===== src/hdl/mtx_pkg.sv =====
// Package for the mutex table unit: request, status and control-state types.
// No dependencies; imported by the top level and the port checker.
package mtx_pkg;

  typedef enum logic [1:0] {
    FN_CREATE  = 2'd0,
    FN_ENTER   = 2'd1,
    FN_EXIT    = 2'd2,
    FN_DESTROY = 2'd3
  } func_t;

  typedef enum logic [2:0] {
    ST_DONE      = 3'd0,
    ST_WAIT      = 3'd1,
    ST_NOT_OWNER = 3'd2,
    ST_INVALID   = 3'd3,
    ST_BUSY      = 3'd4,
    ST_FULL      = 3'd5
  } status_t;

  typedef enum logic [1:0] {
    S_IDLE = 2'b01,
    S_EXEC = 2'b10
  } state_t;

  // One captured request.
  typedef struct packed {
    func_t      func;
    logic [4:0] mutex_id;
    logic [7:0] task_id;
    logic       mutex_type;
  } req_t;

  localparam int ID_W     = 5;
  localparam int TASK_W   = 8;
  localparam int STATUS_W = 3;

endpackage


===== src/hdl/mtx_ram.sv =====
// Generic single-write, single-read synchronous RAM with registered read data.
// No dependencies; used for the per-slot state of the mutex table unit.
module mtx_ram #(
  parameter int WIDTH = 10,
  parameter int DEPTH = 32
) (
  input  logic                     clk,
  input  logic                     we,
  input  logic [$clog2(DEPTH)-1:0] waddr,
  input  logic [WIDTH-1:0]         wdata,
  input  logic [$clog2(DEPTH)-1:0] raddr,
  output logic [WIDTH-1:0]         rdata
);

  logic [WIDTH-1:0] mem [DEPTH];

  always_ff @(posedge clk) begin
    if (we) begin
      mem[waddr] <= wdata;
    end
    rdata <= mem[raddr];
  end

endmodule


===== src/hdl/mutex_table_unit.sv =====
// Mutex table unit: slot table serving create, enter, exit and destroy requests.
// Depends on mtx_pkg (types, codes) and mtx_ram (per-slot strict/lock/owner store).
//
// Usage:
//   Input channel (in_*): one request per accepted item. in_tuser carries the
//   function code (create, enter, exit, destroy); in_tdata carries the slot,
//   the calling task and the mutex type for create.
//   Output channel (out_*): exactly one result per request, in request order:
//   status, the slot taken by a successful create and the wake-waiters flag.
// Sequencing:
//   A request is accepted in the idle cycle that also issues the slot read;
//   the next cycle the read data returns, and when the output register is
//   free the slot is updated and the result is loaded into it, which raises
//   out_tvalid. A new request is taken only in the idle state, so the slot
//   read-modify-write finishes before the next request is accepted.
// Stalls:
//   The output register holds a result until it is taken. A new request is
//   still accepted meanwhile; its update then waits until the output is free.
// Reset:
//   Clears the slot-in-use bitmap, the upper-slot fill count and the channel
//   state; in_tready stays low while reset is held. The slot memory is not
//   cleared: a slot is read only while in use, and create always writes it
//   first. Slots above the 32 addressable ones fill in order (fill count).
module mutex_table_unit
  import mtx_pkg::*;
#(
  parameter int MUTEX_SLOTS  = 32,
  parameter int TASK_ID_BITS = 8
) (
  input  logic        clk,
  input  logic        rst_n,
  // request channel
  input  logic        in_tvalid,
  output logic        in_tready,
  input  logic [15:0] in_tdata,   // [4:0] mutex_id, [12:5] task_id, [13] mutex_type
  input  logic [1:0]  in_tuser,   // [1:0] func
  // result channel
  output logic        out_tvalid,
  input  logic        out_tready,
  output logic [15:0] out_tdata   // [2:0] status, [7:3] new_id, [8] wake_waiters
);

  // Slots reachable by a handle live in the bitmap and memory; the rest are
  // tracked by a fill count.
  localparam int LO_SLOTS = (MUTEX_SLOTS < 32) ? MUTEX_SLOTS : 32;
  localparam int HI_SLOTS = MUTEX_SLOTS - LO_SLOTS;
  localparam int ADDR_W   = $clog2(LO_SLOTS);
  localparam int HI_W     = $clog2(HI_SLOTS + 2);
  localparam int ENT_W    = TASK_ID_BITS + 2;
  localparam logic [TASK_W-1:0] TASK_MASK =
    (TASK_ID_BITS >= TASK_W) ? {TASK_W{1'b1}} : TASK_W'((1 << TASK_ID_BITS) - 1);

  state_t               state_r, state_nxt;
  req_t                 req_r, req_nxt, req_in;
  logic [LO_SLOTS-1:0]  in_use_r, in_use_nxt;
  logic [HI_W-1:0]      hi_cnt_r, hi_cnt_nxt;
  logic                 out_tvalid_r, out_tvalid_nxt;
  logic [15:0]          out_tdata_r, out_tdata_nxt;

  logic                 in_fire, exec_fire;
  logic [ADDR_W-1:0]    ram_raddr, ram_waddr, slot_addr;
  logic [ENT_W-1:0]     ram_rdata, ram_wdata;
  logic                 ram_we;

  logic                 free_found;
  logic [ADDR_W-1:0]    free_idx;
  logic                 id_ok;
  logic                 ent_strict, ent_locked, owner_match;
  logic [TASK_ID_BITS-1:0] ent_owner, req_task;

  status_t              status;
  logic [ID_W-1:0]      new_id;
  logic                 wake;

  assign req_in.func       = func_t'(in_tuser);
  assign req_in.mutex_id   = in_tdata[4:0];
  assign req_in.task_id    = in_tdata[12:5];
  assign req_in.mutex_type = in_tdata[13];

  assign in_tready  = rst_n && (state_r == S_IDLE);
  assign in_fire    = in_tvalid && in_tready;
  // Finish only when the output register can take the result.
  assign exec_fire  = (state_r == S_EXEC) && (!out_tvalid_r || out_tready);
  assign out_tvalid = out_tvalid_r;
  assign out_tdata  = out_tdata_r;

  // Read the incoming slot while idle; keep re-reading it while a result stalls.
  assign ram_raddr = (state_r == S_IDLE) ? ADDR_W'(req_in.mutex_id)
                                         : ADDR_W'(req_r.mutex_id);
  assign slot_addr = ADDR_W'(req_r.mutex_id);

  mtx_ram #(
    .WIDTH (ENT_W),
    .DEPTH (LO_SLOTS)
  ) u_slot_ram (
    .clk   (clk),
    .we    (ram_we),
    .waddr (ram_waddr),
    .wdata (ram_wdata),
    .raddr (ram_raddr),
    .rdata (ram_rdata)
  );

  // Lowest free addressable slot.
  always_comb begin
    free_found = 1'b0;
    free_idx   = '0;
    for (int i = LO_SLOTS - 1; i >= 0; i--) begin
      if (!in_use_r[i]) begin
        free_found = 1'b1;
        free_idx   = ADDR_W'(i);
      end
    end
  end

  assign ent_strict  = ram_rdata[ENT_W-1];
  assign ent_locked  = ram_rdata[ENT_W-2];
  assign ent_owner   = ram_rdata[TASK_ID_BITS-1:0];
  assign req_task    = TASK_ID_BITS'(req_r.task_id & TASK_MASK);
  assign owner_match = (ent_owner == req_task);
  assign id_ok       = (32'(req_r.mutex_id) < 32'(MUTEX_SLOTS)) && in_use_r[slot_addr];

  // Decide the result and the slot update.
  always_comb begin
    status     = ST_DONE;
    new_id     = '0;
    wake       = 1'b0;
    in_use_nxt = in_use_r;
    hi_cnt_nxt = hi_cnt_r;
    ram_we     = 1'b0;
    ram_waddr  = slot_addr;
    ram_wdata  = ram_rdata;
    unique case (req_r.func)
      FN_CREATE: begin
        if (free_found) begin
          in_use_nxt[free_idx] = 1'b1;
          ram_we    = 1'b1;
          ram_waddr = free_idx;
          ram_wdata = {req_r.mutex_type, 1'b0, {TASK_ID_BITS{1'b0}}};
          new_id    = ID_W'(free_idx);
        end else if (hi_cnt_r < HI_W'(HI_SLOTS)) begin
          hi_cnt_nxt = hi_cnt_r + 1'b1;
          new_id     = ID_W'(hi_cnt_r);
        end else begin
          status = ST_FULL;
        end
      end
      FN_ENTER: begin
        if (!id_ok) begin
          status = ST_INVALID;
        end else if (!ent_locked) begin
          ram_we    = 1'b1;
          ram_wdata = {ent_strict, 1'b1, ent_strict ? req_task : {TASK_ID_BITS{1'b0}}};
        end else if (!(ent_strict && owner_match)) begin
          status = ST_WAIT;
        end
      end
      FN_EXIT: begin
        if (!id_ok) begin
          status = ST_INVALID;
        end else if (ent_strict && !(ent_locked && owner_match)) begin
          status = ST_NOT_OWNER;
        end else begin
          ram_we    = 1'b1;
          ram_wdata = {ent_strict, 1'b0, {TASK_ID_BITS{1'b0}}};
          wake      = 1'b1;
        end
      end
      FN_DESTROY: begin
        if (!id_ok) begin
          status = ST_INVALID;
        end else if (ent_locked) begin
          status = ST_BUSY;
        end else begin
          // drop the slot; create rewrites its memory entry
          in_use_nxt[slot_addr] = 1'b0;
        end
      end
      default: begin
        status = ST_INVALID;
      end
    endcase
    if (!exec_fire) begin
      ram_we     = 1'b0;
      in_use_nxt = in_use_r;
      hi_cnt_nxt = hi_cnt_r;
    end
  end

  // Sequencing and output register.
  always_comb begin
    state_nxt      = state_r;
    req_nxt        = req_r;
    out_tvalid_nxt = out_tvalid_r;
    out_tdata_nxt  = out_tdata_r;
    if (out_tready) begin
      out_tvalid_nxt = 1'b0;
    end
    unique case (state_r)
      S_IDLE: begin
        if (in_fire) begin
          req_nxt   = req_in;
          state_nxt = S_EXEC;
        end
      end
      S_EXEC: begin
        if (exec_fire) begin
          out_tvalid_nxt = 1'b1;
          out_tdata_nxt  = {7'b0, wake, new_id, status};
          state_nxt      = S_IDLE;
        end
      end
      default: begin
        state_nxt = S_IDLE;
      end
    endcase
  end

  always_ff @(posedge clk) begin
    if (!rst_n) begin
      state_r      <= S_IDLE;
      in_use_r     <= '0;
      hi_cnt_r     <= '0;
      out_tvalid_r <= 1'b0;
    end else begin
      state_r      <= state_nxt;
      in_use_r     <= in_use_nxt;
      hi_cnt_r     <= hi_cnt_nxt;
      out_tvalid_r <= out_tvalid_nxt;
    end
  end

  always_ff @(posedge clk) begin
    req_r       <= req_nxt;
    out_tdata_r <= out_tdata_nxt;
  end

endmodule


===== config.mk =====
export PLATFORM = sky130hd
export DESIGN_NAME = mutex_table_unit
export DESIGN_NICKNAME = d
export VERILOG_FILES = /design/src/hdl/mtx_pkg.sv /design/src/hdl/mtx_ram.sv /design/src/hdl/mutex_table_unit.sv
export SDC_FILE = /design/constraint.sdc
export NUM_CORES = 1
export LEC_CHECK = 0
export ABC_AREA = 0
export BUFFER_PORTS_ARGS = -buffer_cell sky130_fd_sc_hd__buf_2
export CELL_PAD_IN_SITES_DETAIL_PLACEMENT = 1
export CELL_PAD_IN_SITES_GLOBAL_PLACEMENT = 1
export CORE_UTILIZATION = 32
export CTS_BUF_LIST = sky130_fd_sc_hd__clkbuf_4 sky130_fd_sc_hd__clkbuf_8 sky130_fd_sc_hd__clkbuf_16
export DETAILED_ROUTE_END_ITERATION = 16
export HOLD_SLACK_MARGIN = 0.06
export PLACE_DENSITY = 0.52
export SLEW_MARGIN = 40
export SYNTH_ARGS = -nofsm -noshare
export SYNTH_HDL_FRONTEND = slang
export SYNTH_SLANG_ARGS = --single-unit

===== constraint.sdc =====
create_clock -name clk -period 8.5 [get_ports clk]
set_clock_uncertainty 0.05 [all_clocks]
set_input_delay 0.425 -clock clk [delete_from_list [all_inputs] [get_ports clk]]
set_output_delay 0.425 -clock clk [all_outputs]
set_load 0.05 [all_outputs]

======== Yosys cells after proc, flatten, opt, wreduce, memory -nomap -nowiden ========
Memories as Yosys holds them, arrays and structs flattened. A register that Yosys moved wholly into a read port is not among the register bits.
Index checks and enable logic that the tools add are counted.
operators by class
  reduce and logical (&&, ||, !) cells .... 18
  $add $sub $neg .......................... 1
  multiplexer cells ....................... 111
  $lt $le $gt $ge ......................... 5
  bitwise gates (word level) .............. 4
  equality and inequality tests ........... 11
operators by type and width
  cell                  count
  $mux W5               36
  $mux W32              3
  $pmux W32 S2          1
  $mux W1               49
  $and A32 B32 Y32      1
  $not A32 Y32          1
  $or A32 B32 Y32       1
  $pmux W10 S3          1
  $mux W9               3
  $mux W8               2
  $lt A5 B6 Y1 const B  2
  $mux W3               4
  $pmux W3 S4           1
  $demux W1 S5          2
  $ge A5 B1 Y1 const B  2
  $mux W10              1
  $mux W2               5
  $ne A2 B2 Y1 const B  5
  $eq A8 B8 Y1          1
  $logic_and A1 B1 Y1   8
  $eq A2 B2 Y1 const B  3
  $reduce_and A2 Y1     3
  $bmux W1 S5           1
  $reduce_and A5 Y1     1
  other kinds (11)      13
storage, ports and cells
  register bits after elaboration ......... 61
  memories kept ........................... 1
  RAM bits ................................ 320
  word-level logic and storage cells ...... 162
  output and inout bits ................... 18
  input port bits ......................... 22
memory list
  memory          words  bits a word  read ports  clocked after memory_dff  wr ports  line           source
  u_slot_ram.mem  32     10           1           1                         1         mtx_ram.sv:15  logic [WIDTH-1:0] mem [DEPTH];

======== Depth between registers and ports, before layout ========
  word-level depth ........................ 39
  gate-level depth with buffers ........... 10
  gate-level depth less buffers ........... 7

======== Modules after synthesis ========
A second synthesis with hierarchy kept.
second synthesis, totals
  cell total of the unflattened synthesis .. 1,112
  area total of the unflattened synthesis .. 16,592.2 um^2
modules (own cells, without submodules)
  module            sequential area each (um^2)  area an instance (um^2)  times used  cells an instance
  mtx_ram           9,809.4                      12,993.7                 1           733
  mutex_table_unit  1,451.4                      3,598.5                  1           379

======== Least setup slack after synthesis ========
OpenSTA, ideal clock, no wires.
  path type ............................... reg2reg
  start point ............................. register req_r (netlist bit slot_addr[1])
  end point ............................... memory u_slot_ram.mem[10][0] (enable)
  data arrival time ....................... 2.928 ns
  setup time .............................. 0.404 ns
  slack ................................... 5.119 ns
  period minus slack after synthesis ...... 3.381 ns
  required time ........................... 8.046 ns
  path buffers ............................ 3
  cell stages (with the launch flop) ...... 10
  cell sequence ........................... edfxtp_1 > buf_4 > buf_6 > mux2i_1 > o22a_1 > mux4_2 > nand3_2 > a21oi_2 > buf_2 > nor4_1
on the way
  word-level cells in the longest chain between the ends .. 7
  elaborated cells between the ends (all ways) .. 10
  those cells by class .................... mux (10)
ends and longest elaborated chain
  what                           line                                              source
  start: declaration             mutex_table_unit.sv:54                            req_t req_r, req_nxt, req_in;
  start signal: assignment       mutex_table_unit.sv:234                           req_r <= req_nxt;
  $bmux W1 S5                    mutex_table_unit.sv:121                           assign id_ok = (32'(req_r.mutex_id) < 32'(MUTEX_SLOTS)) && in_use_r[slot_addr];
  $mux W1 (not written as such)  mutex_table_unit.sv:121
  $mux W1 (on tied branches)     mutex_table_unit.sv:159, mutex_table_unit.sv:149
  $pmux W1 S3                    mutex_table_unit.sv:133                           unique case (req_r.func)
  $mux W1                        mutex_table_unit.sv:183                           if (!exec_fire) begin
  $mux W1                        mtx_ram.sv:18                                     if (we) begin
  $mux W1 (not written as such)  mtx_ram.sv:19                                     mem[waddr] <= wdata;
  end: declaration               mtx_ram.sv:15
Parallel ways exist; a longest one is shown, timed or not. The select of a mux whose other input is x is not followed.

======== Worst setup path after layout ========
  start point ............................. register req_r (netlist bit slot_addr[1])
  end point ............................... memory u_slot_ram.mem[30][6], data pin
on the way
  word-level cells in the longest chain between the ends .. 4
  elaborated cells between the ends (all ways) .. 5
  those cells by class .................... mux (5)
ends and longest elaborated chain
  what                             line                                              source
  $bmux W1 S5 *                    mutex_table_unit.sv:121
  $mux W1 (not written as such) *  mutex_table_unit.sv:121
  $mux W9 (on tied branches)       mutex_table_unit.sv:159, mutex_table_unit.sv:149
  $pmux W10 S3 *                   mutex_table_unit.sv:133
  named net ram_wdata[6]           mutex_table_unit.sv:62                            logic [ENT_W-1:0] ram_rdata, ram_wdata;
The timed path passes the listed nets; every way through them passes the cells marked *. The select of a mux whose other input is x is not followed.

==> qor.yml <==
status: "finished, final reports clean"
dp_hpwl_mm: 33.3
ys_seq_area_frac: 0.669
hold_viol: 0
yosysWarnings: 0
worstPathRequired_ns: 8.83
hold_path.class: "in2reg"
critPathMaxStageDelay_ns: 0.76
final_nets: 1218
path_delay_family: "compound AO/OA/AOI/OAI gates"
post-cts-setup-buffer-count: 0
initial_utilization: 0.326
tritoncts.num_buffers: 45
preCtsSetupSlack_ns: 4.28
routed_via_density: 5.47
arrival_ns: 4.53
layout_common_cells: "edfxtp_1, nand2_1, mux4_2"
placementRows: 83
num_vias: 10455
cts_root_buffer: "clkbuf_16"
dr.pass1.iters: 7
ir_drop_uv: 171
grt_pass1_vias: 11001
drt.antenna.violating_nets: 0
syn_area_per_cell_um2: 15.3
synth_edf_count: 345
routed-wl-met2_mm: 25.8
r2r_start: "slot_addr[1]$_DFFE_PP_"
multiInputGateArea_mm2: 0.00546
post-synth-top-area-cell: "edfxtp_1"
yosysTopAreaCellShare: 0.616
finalCritPeriodShare: 0.494
mostFrequentLayoutCell: "edfxtp_1"
drt-wirelength-per-cell_um: 27.0
wirelength_mm: 51.5
clock_latency_ns: 0.57
clockBufferDepth: 3
remaining_drc_errors: 0
setup_slack_ns: 4.30
synthTopCellsByArea: "edfxtp_1, mux4_2, dfxtp_1"
drive_above_1_share: 0.237
yosysUniqueCellTypes: 68
crit_start: "slot_addr[1]$_DFFE_PP_"
placedCellCount: 1812
drv_slew: 0
gp_congestion: 0.859
die_w_um: 231
top_layer_used: "met4"
rsz0062_at_grt: "false"
critPathCaptureType: "register"
rr_endpoint: "u_slot_ram.mem[30][6]$_DFFE_PP_"
finalSetupViolations: 0
fmax_ghz: 0.238
grt.overflow.total: 0
path_class: "reg2reg"
place.port_buffers: 30
synthFlopType: "edfxtp_1"
path_buf_inv: 2
ys_async_sr_fraction: 0
cts.sinks: 390
crit_fanout: 22
htreeDepth: 2
setup.worst_path.end: "u_slot_ram.mem[30][6]$_DFFE_PP_"
fill_cells: 5185
grt_max_degree: 47
dieArea_mm2: 0.0535
crit_top_cell: "buf_4"
synth-seq-cells: 390
slew_headroom: 0.444
worst_slew_pin_slew_ns: 0.831
postSynthCellCount: 1100
crit_chain: "buf_4 -> mux2_2 -> a2bb2oi_1 -> mux4_2 -> nand3_2 -> a21oi_4 -> a22o_1 -> buf_4"
synthesis.area_mm2: 0.0168
antenna_found_initial: 0
insertedDiodeCount: 0
grt_pass1_wl_mm: 75.7
power_density_mw_per_mm2: 229
fin_tns_setup_ns: 0
cap_violations: 0
total_power_mw: 4.54
wl_met1_mm: 22.6
route.met3.wl_mm: 1.81
area_growth_pct: 18.0
cts_tree: "done"
core_mm2: 0.0516
slowest_stage: "a21oi_4"
ioPinCount: 40
clk_pin_slew_ns: 0.06
cellLeakagePower_nw: 6.37
seqCellArea_mm2: 0.0113
reg2reg_depth: 8
track_usage: 0.195
path_depth: 8
drtIter0Drc: 707
fin_crit_ns: 4.20
stdcell_count: 1912
die_h_um: 231
crit_path_start_kind: "register"
ff2ff_setup_slack_ns: 4.30
==> synthesized netlist by cell type, drive strengths merged, types with 3 or more instances <==
library cell and count:
o2111ai 4, o221ai 4, a21o 13, dfxtp 45, or3 3, o21ai 35
a211o 4, o31ai 7, nor2 28, mux2 4, and2 9, a22o 8
xor2 8, o2111a 3, nor2b 3, o311ai 7, edfxtp 345, nand3 39
a32oi 10, and3 20, o211ai 6, nor4 18, a31oi 16, a211oi 6
mux4 81, mux2i 28, a21oi 16, clkbuf 27, buf 37, a22oi 3
and4 10, or2 6, nand2b 16, a31o 13, a2bb2oi 3, nor3 25
nand4 15, o22ai 6, nand2 136, a21boi 6, inv 9
==> flip-flops by register name (all words and copies together), names as in the netlist <==
name and cells:
out_tvalid 1, slot_addr 5, out_tdata 9, in_use_r 32, req_r 3, u_slot_ram.rdata 10, state_r 2, req_task 8
u_slot_ram.mem 320
==> worst reg2reg max path, delay by kind of cell (launching register included) <==
kind / cells / cell delay (ns)
compound gates: 3 / 1.66
mux: 2 / 0.80
buf+inv: 2 / 0.71
flops: 1 / 0.39
simple gates: 1 / 0.39
==> metrics by stage <==
stage	hold WS [ns]	utilization	area [um^2]
floorplan	0.438	-	16800
global placement	0.471	0.351	18100
detailed placement	0.475	0.353	18200
CTS	0.117	0.384	19800
global route	0.138	0.385	19800
finish	0.151	0.385	19800
==> power by group <==
part / switching [mW] / internal (mW) / total [mW]
logic: 0.307 / 0.145 / 0.452
clock network: 0.784 / 1.11 / 1.89
registers: 0.0191 / 2.18 / 2.20
total: 1.11 / 3.43 / 4.54
==> worst min-delay path by stage <==
stage,start,end,slack (ns),cells after the start
after floorplan,state_r[1]$_SDFFE_PN0P_,out_tvalid$_SDFF_PN0_,0.44,2
after global placement,state_r[1]$_SDFFE_PN0P_,out_tvalid$_SDFF_PN0_,0.47,2
after detailed placement,state_r[1]$_SDFFE_PN0P_,out_tvalid$_SDFF_PN0_,0.47,2
after CTS,out_tready,out_tvalid$_SDFF_PN0_,0.12,3
after global routing,out_tready,out_tvalid$_SDFF_PN0_,0.14,3
final,out_tready,out_tvalid$_SDFF_PN0_,0.15,3
==> cell families (layout without fill, tap and decap cells) <==
family,count (synthesis),after routing,synth area share
mux,113,113,0.128
buf+inv,73,199,0.0206
flops,390,390,0.669
other cells,1,7,0.000223
compound gates,181,181,0.0802
xor+xnor,8,8,0.00416
simple gates,334,334,0.0979
==> routing by layer <==
layer / vias to the layer above / track usage
met5: - / 0
met4: 0 / 0.0579
met3: 79 / 0.0304
met2: 219 / 0.328
met1: 5540 / 0.259
li1: 4617 / -
==> timing repair <==
action,4_1_cts,5_1_grt
gates resized for setup,0,0
hold buffers,16,0
endpoints found under the hold margin,16,0
==> cell type report <==
| cell class | instances | share of cell area |
|---|---|---|
| inverter | 9 | 0.00170 |
| timing repair buffer | 107 | 0.0407 |
| clock inverter | 29 | 0.0113 |
| sequential | 390 | 0.567 |
| tap | 680 | 0.0429 |
| multi-input combinational | 643 | 0.275 |
| clock buffer | 54 | 0.0610 |
Power figures use the tool's default switching activity.
